## src/rtl/led_matrix_bitplane_scanner_defines.svh

```systemverilog
// Assertion macros shared by the scanner RTL.
// Both take i_clk and i_rst_n from the module that uses them.
`ifndef LED_MATRIX_BITPLANE_SCANNER_DEFINES_SVH
`define LED_MATRIX_BITPLANE_SCANNER_DEFINES_SVH
`ifndef SYNTHESIS
`define LMBS_ASSERT_IMP(label, ante, cons) \
    label: assert property (@(posedge i_clk) disable iff (!i_rst_n) (ante) |-> (cons)) \
        else $error("lmbs assertion failed");
`define LMBS_ASSERT_NXT(label, ante, cons) \
    label: assert property (@(posedge i_clk) disable iff (!i_rst_n) (ante) |=> (cons)) \
        else $error("lmbs assertion failed");
`else
`define LMBS_ASSERT_IMP(label, ante, cons)
`define LMBS_ASSERT_NXT(label, ante, cons)
`endif
`endif

```

## src/rtl/lmbs_pkg.sv

```systemverilog
// Types, constants and helpers of the LED matrix bit-plane scanner.
// No dependencies.
package lmbs_pkg;

    localparam int PLANE_COUNT_DEF   = 3;
    localparam int ROW_COUNT_DEF     = 8;
    localparam int BYTES_PER_ROW_DEF = 2;

    localparam int CMD_W      = 1;
    localparam int PLANE_W    = 2;
    localparam int ROW_W      = 3;
    localparam int BYTE_W     = 3;
    localparam int DATA_W     = 8;
    localparam int CFG_IDX_W  = 3;
    localparam int CFG_DATA_W = 8;
    localparam int CMP_W      = 8;

    localparam logic [CMP_W-1:0] INITIAL_COMPARE_RST = 8'h20;
    localparam logic [CMP_W-1:0] PLANE0_COMPARE_RST  = 8'd8;
    localparam logic [CMP_W-1:0] PLANE1_COMPARE_RST  = 8'd13;
    localparam logic [CMP_W-1:0] PLANE2_COMPARE_RST  = 8'd20;

    typedef enum logic [CMD_W-1:0] {
        CMD_WRITE = 1'b0,
        CMD_TICK  = 1'b1
    } t_cmd;

    typedef enum logic [CFG_IDX_W-1:0] {
        CFG_SCAN_ENABLE     = 3'd0,
        CFG_INITIAL_COMPARE = 3'd1,
        CFG_PLANE0_COMPARE  = 3'd2,
        CFG_PLANE1_COMPARE  = 3'd3,
        CFG_PLANE2_COMPARE  = 3'd4
    } t_cfg_idx;

    typedef enum logic [1:0] {
        SH_IDLE,
        SH_READ,
        SH_LOAD,
        SH_SHIFT
    } t_sh_state;

    // row request from the timer to the row shifter
    typedef struct packed {
        logic               start;
        logic [PLANE_W-1:0] plane;
        logic [ROW_W-1:0]   row;
    } t_row_req;

    function automatic int unsigned store_index(input int unsigned plane,
                                                input int unsigned row,
                                                input int unsigned bsel,
                                                input int unsigned rows,
                                                input int unsigned bytes);
        return (plane * rows + row) * bytes + bsel;
    endfunction

endpackage

```

## src/rtl/lmbs_if.sv

```systemverilog
// Channel interfaces of the scanner: input items, column bits, config writes.
// Depends on lmbs_pkg.
interface lmbs_in_if;
    logic                         valid;
    logic                         ready;
    logic [lmbs_pkg::CMD_W-1:0]   cmd;
    logic [lmbs_pkg::PLANE_W-1:0] plane_sel;
    logic [lmbs_pkg::ROW_W-1:0]   row_sel;
    logic [lmbs_pkg::BYTE_W-1:0]  byte_sel;
    logic [lmbs_pkg::DATA_W-1:0]  pixel_byte;

    modport source (output valid, cmd, plane_sel, row_sel, byte_sel, pixel_byte,
                    input ready);
    modport sink   (input valid, cmd, plane_sel, row_sel, byte_sel, pixel_byte,
                    output ready);
endinterface

interface lmbs_out_if;
    logic                       valid;
    logic                       ready;
    logic [lmbs_pkg::ROW_W-1:0] row_drive;
    logic                       column_bit;
    logic                       unblank;

    modport source (output valid, row_drive, column_bit, unblank, input ready);
    modport sink   (input valid, row_drive, column_bit, unblank, output ready);
endinterface

interface lmbs_cfg_if;
    logic                            valid;
    logic                            ready;
    logic [lmbs_pkg::CFG_IDX_W-1:0]  index;
    logic [lmbs_pkg::CFG_DATA_W-1:0] data;

    modport source (output valid, index, data, input ready);
    modport sink   (input valid, index, data, output ready);
endinterface

```

## src/rtl/led_matrix_bitplane_scanner.sv

```systemverilog
// Bit-plane LED matrix scanner. A write word or a tick that does not match the
// compare value is accepted whenever no row is being shown. A matching tick
// shows one row: for each byte the frame store is read, the shift register
// loaded and the byte's 8 bits shifted out, stalling while the sink is not ready.
// The next word is accepted the cycle after the last bit is taken. Synchronous
// active-low reset clears the frame store valid bits at once; no clearing pass.
`include "led_matrix_bitplane_scanner_defines.svh"
module led_matrix_bitplane_scanner #(
    parameter int PLANE_COUNT   = lmbs_pkg::PLANE_COUNT_DEF,
    parameter int ROW_COUNT     = lmbs_pkg::ROW_COUNT_DEF,
    parameter int BYTES_PER_ROW = lmbs_pkg::BYTES_PER_ROW_DEF
) (
    input  logic       i_clk,
    input  logic       i_rst_n,
    lmbs_in_if.sink    i_item,
    lmbs_out_if.source o_bit,
    lmbs_cfg_if.sink   i_cfg
);

    localparam int DEPTH = PLANE_COUNT * ROW_COUNT * BYTES_PER_ROW;
    localparam int AW    = (DEPTH > 1) ? $clog2(DEPTH) : 1;
    localparam int CW    = lmbs_pkg::CMP_W;

    logic                         r_scan_enable,     n_scan_enable;
    logic [CW-1:0]                r_initial_compare, n_initial_compare;
    logic [CW-1:0]                r_plane0_compare,  n_plane0_compare;
    logic [CW-1:0]                r_plane1_compare,  n_plane1_compare;
    logic [CW-1:0]                r_plane2_compare,  n_plane2_compare;
    logic [CW-1:0]                r_tick,            n_tick;
    logic [CW-1:0]                r_compare,         n_compare;
    logic [lmbs_pkg::ROW_W-1:0]   r_scan_row,        n_scan_row;
    logic [lmbs_pkg::PLANE_W-1:0] r_scan_plane,      n_scan_plane;

    logic                        busy;
    logic                        item_acc;
    logic                        cfg_acc;
    logic                        tick_hit;
    logic                        match;
    logic                        wr_en;
    logic [AW-1:0]               wr_addr;
    logic                        rd_en;
    logic [AW-1:0]               rd_addr;
    logic [lmbs_pkg::DATA_W-1:0] rd_data;
    lmbs_pkg::t_row_req          row_req;

    assign i_item.ready = !busy;
    assign i_cfg.ready  = 1'b1;
    assign item_acc     = i_item.valid && i_item.ready;
    assign cfg_acc      = i_cfg.valid && i_cfg.ready;

    assign tick_hit = item_acc && (i_item.cmd == lmbs_pkg::CMD_TICK) && r_scan_enable;
    assign match    = tick_hit && (r_tick == r_compare);

    // drop writes outside the configured frame
    assign wr_en = item_acc && (i_item.cmd == lmbs_pkg::CMD_WRITE)
                   && (int'(i_item.plane_sel) < PLANE_COUNT)
                   && (int'(i_item.row_sel) < ROW_COUNT)
                   && (int'(i_item.byte_sel) < BYTES_PER_ROW);
    assign wr_addr = AW'(lmbs_pkg::store_index(int'(i_item.plane_sel), int'(i_item.row_sel),
                                               int'(i_item.byte_sel),
                                               ROW_COUNT, BYTES_PER_ROW));

    assign row_req.start = match;
    assign row_req.plane = r_scan_plane;
    assign row_req.row   = r_scan_row;

    always_comb begin
        n_scan_enable     = r_scan_enable;
        n_initial_compare = r_initial_compare;
        n_plane0_compare  = r_plane0_compare;
        n_plane1_compare  = r_plane1_compare;
        n_plane2_compare  = r_plane2_compare;
        n_tick            = r_tick;
        n_compare         = r_compare;
        n_scan_row        = r_scan_row;
        n_scan_plane      = r_scan_plane;

        if (tick_hit) begin
            if (match) begin
                n_tick = '0;
                // load the plane period at the top row
                if (r_scan_row == '0) begin
                    unique case (r_scan_plane)
                        2'd0:    n_compare = r_plane0_compare;
                        2'd1:    n_compare = r_plane1_compare;
                        2'd2:    n_compare = r_plane2_compare;
                        default: n_compare = r_compare;
                    endcase
                end
                if (r_scan_row == lmbs_pkg::ROW_W'(ROW_COUNT - 1)) begin
                    n_scan_row = '0;
                    if (r_scan_plane == lmbs_pkg::PLANE_W'(PLANE_COUNT - 1)) begin
                        n_scan_plane = '0;
                    end else begin
                        n_scan_plane = r_scan_plane + lmbs_pkg::PLANE_W'(1);
                    end
                end else begin
                    n_scan_row = r_scan_row + lmbs_pkg::ROW_W'(1);
                end
            end else begin
                n_tick = r_tick + CW'(1);
            end
        end

        if (cfg_acc) begin
            unique case (i_cfg.index)
                lmbs_pkg::CFG_SCAN_ENABLE: begin
                    // restart the timer on a rising enable
                    if (i_cfg.data[0] && !r_scan_enable) begin
                        n_tick    = '0;
                        n_compare = r_initial_compare;
                    end
                    n_scan_enable = i_cfg.data[0];
                end
                lmbs_pkg::CFG_INITIAL_COMPARE: n_initial_compare = i_cfg.data;
                lmbs_pkg::CFG_PLANE0_COMPARE:  n_plane0_compare  = i_cfg.data;
                lmbs_pkg::CFG_PLANE1_COMPARE:  n_plane1_compare  = i_cfg.data;
                lmbs_pkg::CFG_PLANE2_COMPARE:  n_plane2_compare  = i_cfg.data;
                default: ;
            endcase
        end
    end

    always_ff @(posedge i_clk) begin
        if (!i_rst_n) begin
            r_scan_enable     <= 1'b0;
            r_initial_compare <= lmbs_pkg::INITIAL_COMPARE_RST;
            r_plane0_compare  <= lmbs_pkg::PLANE0_COMPARE_RST;
            r_plane1_compare  <= lmbs_pkg::PLANE1_COMPARE_RST;
            r_plane2_compare  <= lmbs_pkg::PLANE2_COMPARE_RST;
            r_tick            <= '0;
            r_compare         <= lmbs_pkg::INITIAL_COMPARE_RST;
            r_scan_row        <= '0;
            r_scan_plane      <= '0;
        end else begin
            r_scan_enable     <= n_scan_enable;
            r_initial_compare <= n_initial_compare;
            r_plane0_compare  <= n_plane0_compare;
            r_plane1_compare  <= n_plane1_compare;
            r_plane2_compare  <= n_plane2_compare;
            r_tick            <= n_tick;
            r_compare         <= n_compare;
            r_scan_row        <= n_scan_row;
            r_scan_plane      <= n_scan_plane;
        end
    end

    lmbs_frame_store #(
        .PLANE_COUNT   (PLANE_COUNT),
        .ROW_COUNT     (ROW_COUNT),
        .BYTES_PER_ROW (BYTES_PER_ROW)
    ) u_frame_store (
        .i_clk   (i_clk),
        .i_rst_n (i_rst_n),
        .i_we    (wr_en),
        .i_waddr (wr_addr),
        .i_wdata (i_item.pixel_byte),
        .i_re    (rd_en),
        .i_raddr (rd_addr),
        .o_rdata (rd_data)
    );

    lmbs_row_shifter #(
        .PLANE_COUNT   (PLANE_COUNT),
        .ROW_COUNT     (ROW_COUNT),
        .BYTES_PER_ROW (BYTES_PER_ROW)
    ) u_row_shifter (
        .i_clk     (i_clk),
        .i_rst_n   (i_rst_n),
        .i_req     (row_req),
        .o_busy    (busy),
        .o_rd_en   (rd_en),
        .o_rd_addr (rd_addr),
        .i_rd_data (rd_data),
        .o_bit     (o_bit)
    );

    `LMBS_ASSERT_NXT(a_match_starts_row, match, busy)
    `LMBS_ASSERT_IMP(a_no_input_while_shifting, o_bit.valid, !i_item.ready)
    `LMBS_ASSERT_IMP(a_row_in_range, 1'b1, r_scan_row <= lmbs_pkg::ROW_W'(ROW_COUNT - 1))
    `LMBS_ASSERT_IMP(a_plane_in_range, 1'b1, r_scan_plane <= lmbs_pkg::PLANE_W'(PLANE_COUNT - 1))

endmodule

```

## src/rtl/lmbs_ram.sv

```systemverilog
// Generic single-port-write, single-port-read RAM with registered read data.
// No dependencies.
module lmbs_ram #(
    parameter int WIDTH = 8,
    parameter int DEPTH = 48,
    localparam int AW = (DEPTH > 1) ? $clog2(DEPTH) : 1
) (
    input  logic             i_clk,
    input  logic             i_we,
    input  logic [AW-1:0]    i_waddr,
    input  logic [WIDTH-1:0] i_wdata,
    input  logic             i_re,
    input  logic [AW-1:0]    i_raddr,
    output logic [WIDTH-1:0] o_rdata
);

    logic [WIDTH-1:0] r_mem [DEPTH];
    logic [WIDTH-1:0] r_rdata;

    always_ff @(posedge i_clk) begin
        if (i_we) begin
            r_mem[i_waddr] <= i_wdata;
        end
        if (i_re) begin
            r_rdata <= r_mem[i_raddr];
        end
    end

    assign o_rdata = r_rdata;

endmodule

```

## src/rtl/lmbs_frame_store.sv

```systemverilog
// Frame store: bit-plane pixel bytes in a RAM, with one valid bit per byte
// so that bytes never written since reset read as zero. Uses lmbs_ram.
module lmbs_frame_store #(
    parameter int PLANE_COUNT   = lmbs_pkg::PLANE_COUNT_DEF,
    parameter int ROW_COUNT     = lmbs_pkg::ROW_COUNT_DEF,
    parameter int BYTES_PER_ROW = lmbs_pkg::BYTES_PER_ROW_DEF,
    localparam int DEPTH = PLANE_COUNT * ROW_COUNT * BYTES_PER_ROW,
    localparam int AW    = (DEPTH > 1) ? $clog2(DEPTH) : 1
) (
    input  logic                        i_clk,
    input  logic                        i_rst_n,
    input  logic                        i_we,
    input  logic [AW-1:0]               i_waddr,
    input  logic [lmbs_pkg::DATA_W-1:0] i_wdata,
    input  logic                        i_re,
    input  logic [AW-1:0]               i_raddr,
    output logic [lmbs_pkg::DATA_W-1:0] o_rdata
);

    logic [DEPTH-1:0]            r_valid;
    logic                        r_rd_valid;
    logic [lmbs_pkg::DATA_W-1:0] ram_rdata;

    lmbs_ram #(
        .WIDTH (lmbs_pkg::DATA_W),
        .DEPTH (DEPTH)
    ) u_ram (
        .i_clk   (i_clk),
        .i_we    (i_we),
        .i_waddr (i_waddr),
        .i_wdata (i_wdata),
        .i_re    (i_re),
        .i_raddr (i_raddr),
        .o_rdata (ram_rdata)
    );

    always_ff @(posedge i_clk) begin
        if (!i_rst_n) begin
            r_valid    <= '0;
            r_rd_valid <= 1'b0;
        end else begin
            if (i_we) begin
                r_valid[i_waddr] <= 1'b1;
            end
            if (i_re) begin
                r_rd_valid <= r_valid[i_raddr];
            end
        end
    end

    assign o_rdata = r_rd_valid ? ram_rdata : '0;

endmodule

```

## src/rtl/lmbs_row_shifter.sv

```systemverilog
// Row shifter: fetches one row's bytes, last byte first, and shifts them out
// one column bit per word through an output register. Depends on lmbs_pkg.
`include "led_matrix_bitplane_scanner_defines.svh"
module lmbs_row_shifter #(
    parameter int PLANE_COUNT   = lmbs_pkg::PLANE_COUNT_DEF,
    parameter int ROW_COUNT     = lmbs_pkg::ROW_COUNT_DEF,
    parameter int BYTES_PER_ROW = lmbs_pkg::BYTES_PER_ROW_DEF,
    localparam int DEPTH = PLANE_COUNT * ROW_COUNT * BYTES_PER_ROW,
    localparam int AW    = (DEPTH > 1) ? $clog2(DEPTH) : 1
) (
    input  logic                        i_clk,
    input  logic                        i_rst_n,
    input  lmbs_pkg::t_row_req          i_req,
    output logic                        o_busy,
    output logic                        o_rd_en,
    output logic [AW-1:0]               o_rd_addr,
    input  logic [lmbs_pkg::DATA_W-1:0] i_rd_data,
    lmbs_out_if.source                  o_bit
);

    localparam int BW        = (BYTES_PER_ROW > 1) ? $clog2(BYTES_PER_ROW) : 1;
    localparam int BIT_CNT_W = $clog2(lmbs_pkg::DATA_W);

    lmbs_pkg::t_sh_state r_state, n_state;

    logic [lmbs_pkg::PLANE_W-1:0] r_plane;
    logic [lmbs_pkg::ROW_W-1:0]   r_row;
    logic [BW-1:0]                r_byte;
    logic [lmbs_pkg::DATA_W-1:0]  r_sr;
    logic [BIT_CNT_W-1:0]         r_bit_cnt;
    logic                         r_out_valid;
    logic                         r_out_bit;
    logic                         r_out_unblank;
    logic [lmbs_pkg::ROW_W-1:0]   r_out_row;

    logic out_take;
    logic load_sr;
    logic byte_end;

    assign byte_end = (r_bit_cnt == BIT_CNT_W'(lmbs_pkg::DATA_W - 1));

    // next state
    always_comb begin
        n_state = r_state;
        unique case (r_state)
            lmbs_pkg::SH_IDLE: begin
                if (i_req.start) begin
                    n_state = lmbs_pkg::SH_READ;
                end
            end
            lmbs_pkg::SH_READ:  n_state = lmbs_pkg::SH_LOAD;
            lmbs_pkg::SH_LOAD:  n_state = lmbs_pkg::SH_SHIFT;
            lmbs_pkg::SH_SHIFT: begin
                if (out_take && byte_end) begin
                    n_state = (r_byte == '0) ? lmbs_pkg::SH_IDLE : lmbs_pkg::SH_READ;
                end
            end
            default: n_state = lmbs_pkg::SH_IDLE;
        endcase
    end

    // outputs of the state machine
    always_comb begin
        o_rd_en  = 1'b0;
        load_sr  = 1'b0;
        out_take = 1'b0;
        unique case (r_state)
            lmbs_pkg::SH_IDLE:  ;
            lmbs_pkg::SH_READ:  o_rd_en = 1'b1;
            lmbs_pkg::SH_LOAD:  load_sr = 1'b1;
            lmbs_pkg::SH_SHIFT: out_take = !r_out_valid || o_bit.ready;
            default: ;
        endcase
    end

    assign o_rd_addr = AW'(lmbs_pkg::store_index(int'(r_plane), int'(r_row), int'(r_byte),
                                                 ROW_COUNT, BYTES_PER_ROW));

    always_ff @(posedge i_clk) begin
        if (!i_rst_n) begin
            r_state     <= lmbs_pkg::SH_IDLE;
            r_out_valid <= 1'b0;
        end else begin
            r_state <= n_state;
            if (out_take) begin
                r_out_valid <= 1'b1;
            end else if (o_bit.ready) begin
                r_out_valid <= 1'b0;
            end
        end
    end

    always_ff @(posedge i_clk) begin
        if (r_state == lmbs_pkg::SH_IDLE && i_req.start) begin
            r_plane <= i_req.plane;
            r_row   <= i_req.row;
            r_byte  <= BW'(BYTES_PER_ROW - 1);
        end
        if (load_sr) begin
            r_sr      <= i_rd_data;
            r_bit_cnt <= '0;
        end
        if (out_take) begin
            r_sr          <= r_sr << 1;
            r_bit_cnt     <= r_bit_cnt + BIT_CNT_W'(1);
            r_out_bit     <= r_sr[lmbs_pkg::DATA_W-1];
            r_out_unblank <= byte_end && (r_byte == '0);
            r_out_row     <= r_row;
            // step to the next lower byte after its last bit
            if (byte_end && r_byte != '0) begin
                r_byte <= r_byte - BW'(1);
            end
        end
    end

    assign o_bit.valid      = r_out_valid;
    assign o_bit.column_bit = r_out_bit;
    assign o_bit.unblank    = r_out_unblank;
    assign o_bit.row_drive  = r_out_row;
    assign o_busy           = (r_state != lmbs_pkg::SH_IDLE) || r_out_valid;

    `LMBS_ASSERT_IMP(a_start_when_idle, i_req.start, (r_state == lmbs_pkg::SH_IDLE) && !r_out_valid)
    `LMBS_ASSERT_NXT(a_start_reads, i_req.start, r_state == lmbs_pkg::SH_READ)
    `LMBS_ASSERT_NXT(a_unblank_ends_row, o_bit.valid && o_bit.ready && o_bit.unblank, !o_bit.valid)

endmodule

```

## src/flat_wrapper.sv

```systemverilog
// flat-port wrapper written by rule: the top's interface ports become plain ports
module led_matrix_bitplane_scanner_flat 
#(
    parameter int PLANE_COUNT   = lmbs_pkg::PLANE_COUNT_DEF,
    parameter int ROW_COUNT     = lmbs_pkg::ROW_COUNT_DEF,
    parameter int BYTES_PER_ROW = lmbs_pkg::BYTES_PER_ROW_DEF
)
  (i_clk, i_rst_n, i_item_valid, i_item_cmd, i_item_plane_sel, i_item_row_sel, i_item_byte_sel, i_item_pixel_byte, i_item_ready, o_bit_valid, o_bit_row_drive, o_bit_column_bit, o_bit_unblank, o_bit_ready, i_cfg_valid, i_cfg_index, i_cfg_data, i_cfg_ready);
  lmbs_in_if i_item_i ();
  lmbs_out_if o_bit_i ();
  lmbs_cfg_if i_cfg_i ();
  input  logic i_clk;
  input  logic i_rst_n;
  input wire logic [$bits(i_item_i.valid)-1:0] i_item_valid;
  input wire logic [$bits(i_item_i.cmd)-1:0] i_item_cmd;
  input wire logic [$bits(i_item_i.plane_sel)-1:0] i_item_plane_sel;
  input wire logic [$bits(i_item_i.row_sel)-1:0] i_item_row_sel;
  input wire logic [$bits(i_item_i.byte_sel)-1:0] i_item_byte_sel;
  input wire logic [$bits(i_item_i.pixel_byte)-1:0] i_item_pixel_byte;
  output wire logic [$bits(i_item_i.ready)-1:0] i_item_ready;
  output wire logic [$bits(o_bit_i.valid)-1:0] o_bit_valid;
  output wire logic [$bits(o_bit_i.row_drive)-1:0] o_bit_row_drive;
  output wire logic [$bits(o_bit_i.column_bit)-1:0] o_bit_column_bit;
  output wire logic [$bits(o_bit_i.unblank)-1:0] o_bit_unblank;
  input wire logic [$bits(o_bit_i.ready)-1:0] o_bit_ready;
  input wire logic [$bits(i_cfg_i.valid)-1:0] i_cfg_valid;
  input wire logic [$bits(i_cfg_i.index)-1:0] i_cfg_index;
  input wire logic [$bits(i_cfg_i.data)-1:0] i_cfg_data;
  output wire logic [$bits(i_cfg_i.ready)-1:0] i_cfg_ready;
  assign i_item_i.valid = i_item_valid;
  assign i_item_i.cmd = i_item_cmd;
  assign i_item_i.plane_sel = i_item_plane_sel;
  assign i_item_i.row_sel = i_item_row_sel;
  assign i_item_i.byte_sel = i_item_byte_sel;
  assign i_item_i.pixel_byte = i_item_pixel_byte;
  assign i_item_ready = i_item_i.ready;
  assign o_bit_valid = o_bit_i.valid;
  assign o_bit_row_drive = o_bit_i.row_drive;
  assign o_bit_column_bit = o_bit_i.column_bit;
  assign o_bit_unblank = o_bit_i.unblank;
  assign o_bit_i.ready = o_bit_ready;
  assign i_cfg_i.valid = i_cfg_valid;
  assign i_cfg_i.index = i_cfg_index;
  assign i_cfg_i.data = i_cfg_data;
  assign i_cfg_ready = i_cfg_i.ready;
  led_matrix_bitplane_scanner #(.PLANE_COUNT(PLANE_COUNT), .ROW_COUNT(ROW_COUNT), .BYTES_PER_ROW(BYTES_PER_ROW)) u_core (.i_clk(i_clk), .i_rst_n(i_rst_n), .i_item(i_item_i), .o_bit(o_bit_i), .i_cfg(i_cfg_i));
endmodule
```

## config.mk

```make
export PLATFORM = sky130hd
export DESIGN_NAME = led_matrix_bitplane_scanner_flat
export DESIGN_NICKNAME = d
export VERILOG_FILES = /design/src/rtl/lmbs_pkg.sv /design/src/rtl/lmbs_if.sv /design/src/rtl/led_matrix_bitplane_scanner.sv /design/src/rtl/lmbs_ram.sv /design/src/rtl/lmbs_frame_store.sv /design/src/rtl/lmbs_row_shifter.sv /design/src/flat_wrapper.sv
export VERILOG_INCLUDE_DIRS = /design/src /design/src/rtl
export SDC_FILE = /design/constraint.sdc
export NUM_CORES = 1
export LEC_CHECK = 0
export BUFFER_PORTS_ARGS = -buffer_cell sky130_fd_sc_hd__buf_2
export CORE_MARGIN = 3
export CORE_UTILIZATION = 55
export CTS_CLUSTER_SIZE = 20
export DETAILED_ROUTE_END_ITERATION = 12
export GPL_ROUTABILITY_DRIVEN = 0
export HOLD_SLACK_MARGIN = 0.15
export PLACE_DENSITY = 0.81
export SLEW_MARGIN = 20
export SYNTH_ARGS = -nofsm -noshare
export SYNTH_HDL_FRONTEND = slang
export SYNTH_SLANG_ARGS = --single-unit
```

## constraint.sdc

```tcl
create_clock -name i_clk -period 3.1 [get_ports i_clk]
set_input_delay 0.465 -clock i_clk [delete_from_list [all_inputs] [get_ports i_clk]]
set_output_delay 0.465 -clock i_clk [all_outputs]
set_load 0.05 [all_outputs]
```

==> impl_metrics.json <==
{
  "outcome": "complete, no violations",
  "hold_viol_final": 0,
  "worst_ep_required_time_ns": 3.37,
  "startpoint_type": "register",
  "grt_overflow_total": 0,
  "maxSlewHeadroom_pct": 27.73,
  "die_h_um": 198.9,
  "synth_seq_cells": 520,
  "grt_max_degree": 65,
  "ir_worst_vdd_v": 0.0005259,
  "timing.rr.end": "u_core.u_frame_store.u_ram.r_mem[30][4]",
  "grt_pass1_vias": 11720,
  "clock_tree.buffer_depth": 3,
  "critPathLaunch": "u_core.u_row_shifter.r_state[0]",
  "cts_setup_buffers": 0,
  "grt_util_all_layers_pct": 24.49,
  "power.share.switching_pct": 20.30,
  "nNetsFinal": 1355,
  "rsz0062_at_grt": "no",
  "core-area_mm2": 0.03661,
  "critical_path_class": "reg -> reg",
  "layout-drive-gt1-share_pct": 23.04,
  "synth_area_mm2": 0.02046,
  "cp-endpoint": "u_core.u_frame_store.u_ram.r_mem[30][4]",
  "period_minus_slack_ns": 2.680,
  "cts_max_level": 2,
  "powerDensity_mw_per_mm2": 598.4,
  "p_leak_nw": 7.623,
  "worstSkewPairLatency_ns": 0.58,
  "vias_per_cell": 6.388,
  "pwr-share-seq_pct": 54.2,
  "total_power_w": 0.01391,
  "power_frac_comb_pct": 2.4,
  "synth.avg_cell_area_um2": 16.98,
  "rows": 70,
  "clock_sinks": 520,
  "min_path_cells": 3,
  "drv_slew": 0,
  "design_area_mm2": 0.02324,
  "ant_nets": 0,
  "ys_seq_area_share_pct": 71.02,
  "die_area_mm2": 0.03956,
  "reg2reg_from": "u_core.u_row_shifter.r_state[0]",
  "antenna_found_initial": 1,
  "firstDrtPassIters": 6,
  "p_clk_share_pct": 43.4,
  "dp_hpwl_mm": 28.83,
  "yosysWarnings": 0,
  "fmax_mhz": 373.2,
  "ff2ff_setup_slack_ns": 0.42,
  "max_cap_viol_count": 0,
  "yosys_most_used_dff": "edfxtp_1",
  "min_path_type": "in -> reg",
  "initial_utilization_pct": 55.90,
  "setup_violations": 0,
  "ios": 41,
  "synth_edf_count": 412,
  "drtIter0Drc": 1485,
  "cp-end-kind": "register",
  "path_clk_slew_ns": 0.06,
  "placed_area_mm2": 0.02157,
  "die_w_um": 198.9,
  "syn_nets": 1252,
  "finalClockSkew_ns": 0.01879,
  "worst_pin_slew_ns": 1.084,
  "routed_wl_mm": 47.21,
  "vias": 11610,
  "finalCritPeriodShare_pct": 86.44,
  "tritoncts": "done",
  "worstPathArrival_ns": 2.95,
  "timing.hold.ws_ns": 0.1823,
  "reg2regPathDepth": 7,
  "synthArstFlopShare_pct": 0,
  "grt_pass1_wl_mm": 72.27,
  "clockRootBuffer": "clkbuf_16",
  "finalSetupTns_ns": 0,
  "ys_types": 55,
  "port-buffer-count": 39,
  "num_antenna_cells": 0,
  "post-route-drc-count": 0,
  "syn_to_final_growth_pct": 13.55,
  "syn_inst": 1205,
  "path_max_fanout": 9,
  "p_sw_w": 0.002823,
  "intPower_w": 0.01108,
  "wl_per_cell_um": 25.97,
  "cts_buffers": 50
}
==> synthesized netlist by cell type, types with 12 or more instances <==
cell type | number | area (um2)
a21boi_0 | 29 | 217.7
buf_2 | 14 | 70.07
clkbuf_1 | 29 | 108.9
dfxtp_1 | 108 | 2162
edfxtp_1 | 412 | 12370
ha_1 | 13 | 162.7
inv_1 | 12 | 45.04
mux2i_1 | 16 | 160.2
mux4_2 | 116 | 2613
nand2_1 | 109 | 409.1
nand3_1 | 38 | 190.2
nand4_1 | 13 | 81.33
nor2_1 | 72 | 270.3
o21a_1 | 48 | 360.4
o21ai_0 | 12 | 60.06
o22ai_1 | 29 | 181.4
xor2_1 | 13 | 113.9
==> cells in the final DEF, fill, tap and decap left out, types with 15 or more instances in the layout <==
master	Yosys	final
o22ai_1	29	29
mux4_2	116	116
nor2_1	72	72
nand2_1	109	109
nand3_1	38	38
buf_2	14	38
o21a_1	48	48
a21boi_0	29	29
buf_4	4	65
mux2i_1	16	16
clkbuf_16	0	50
clkbuf_1	29	15
dfxtp_1	108	107
edfxtp_1	412	412
==> flip-flops by register name, summed over array words and instances (netlist names), 3 cells and up <==
name and count:
u_core.u_frame_store.u_ram.r_mem 384, u_core.r_initial_compare 8, u_core.r_plane0_compare 8, u_core.u_row_shifter.r_bit_cnt 3
u_core.u_frame_store.r_valid 48, u_core.r_tick 8, u_core.r_plane2_compare 8, u_core.u_row_shifter.o_bit.row_drive 3
u_core.r_scan_row 3, u_core.u_frame_store.u_ram.o_rdata 8, u_core.u_row_shifter.r_sr 8, u_core.r_compare 8
u_core.r_plane1_compare 8, u_core.u_row_shifter.r_row 3
==> power groups by stage <==
stage                     Sequential, W  Clock, W  Combinational (W)
after floorplan                 0.00768         0           0.000157
after global placement          0.00769         0           0.000315
after detailed placement        0.00769         0           0.000327
after CTS                       0.00754   0.00608           0.000332
after global routing            0.00754   0.00636           0.000360
final                           0.00754   0.00603           0.000334
==> final cells by class <==
class,count,area (um2)
Fill cell,2440,13370
Inverter,12,45.04
Tap cell,468,585.6
Sequential cell,520,14540
Multi-Input combinational cell,612,5585
Clock inverter,21,229.0
Timing Repair Buffer,112,838.3
Clock buffer,73,1418
==> metal layers <==
| layer | vias up | GRT usage [%] | wire [um] |
|---|---|---|---|
| li1 | 4960 | - | - |
| met1 | 5882 | 35.24 | 18770 |
| met2 | 682 | 39.12 | 22600 |
| met3 | 90 | 4.319 | 4489 |
| met4 | 0 | 7.418 | 1345 |
| met5 | - | 0 | 0 |
==> worst min path at each step <==
stage | endpoint | slack [ns] | start
CTS | u_core.r_plane2_compare[7] | 0.16 | i_cfg_data[7]
floorplan | u_core.u_row_shifter.o_bit.column_bit | 0.40 | u_core.u_row_shifter.r_sr[7]
finish | u_core.r_plane2_compare[7] | 0.18 | i_cfg_data[7]
global route | u_core.r_plane1_compare[1] | 0.18 | i_cfg_data[1]
global placement | u_core.u_row_shifter.o_bit.column_bit | 0.41 | u_core.u_row_shifter.r_sr[7]
detailed placement | u_core.u_row_shifter.o_bit.column_bit | 0.41 | u_core.u_row_shifter.r_sr[7]
==> worst max-delay path: stages (launching register included) <==
cell,delay [ns]
dfxtp_1,0.34
inv_1,0.13
ha_1,0.23
nand3b_1,0.22
nor4_2,0.45
nand3_1,0.51
nor2_1,0.28
buf_4,0.22
==> logic make-up (layout without fill, tap and decap cells) <==
family | count (synthesis) | after routing | synth area share (%)
AOI/OAI and AO/OA | 164 | 164 | 5.588
muxes | 134 | 134 | 13.66
other | 1 | 1 | 0.01832
DFF | 520 | 520 | 71.02
buffers and inverters | 73 | 218 | 1.718
and+or+nand+nor | 283 | 283 | 6.420
xor gates and xnor gates | 16 | 16 | 0.6848
adders and majority gates | 14 | 14 | 0.8927
==> through the flow <==
step / cells / setup WS, ns / util [%]
floorplan: 1205 / 0.3464 / -
global placement: 1722 / 0.3257 / 58.91
finish: 1818 / 0.4205 / 63.48
detailed placement: 1722 / 0.1707 / 58.91
CTS: 1818 / 0.2568 / 63.46
global route: 1818 / 0.2462 / 63.48
==> what timing repair did <==
action	in CTS	in global routing
hold buffers	2	0
endpoints found under the setup margin	0	5
endpoints found under the hold margin	3	0
resized for setup	0	1
Note: power is estimated with default switching activity, not from simulation.
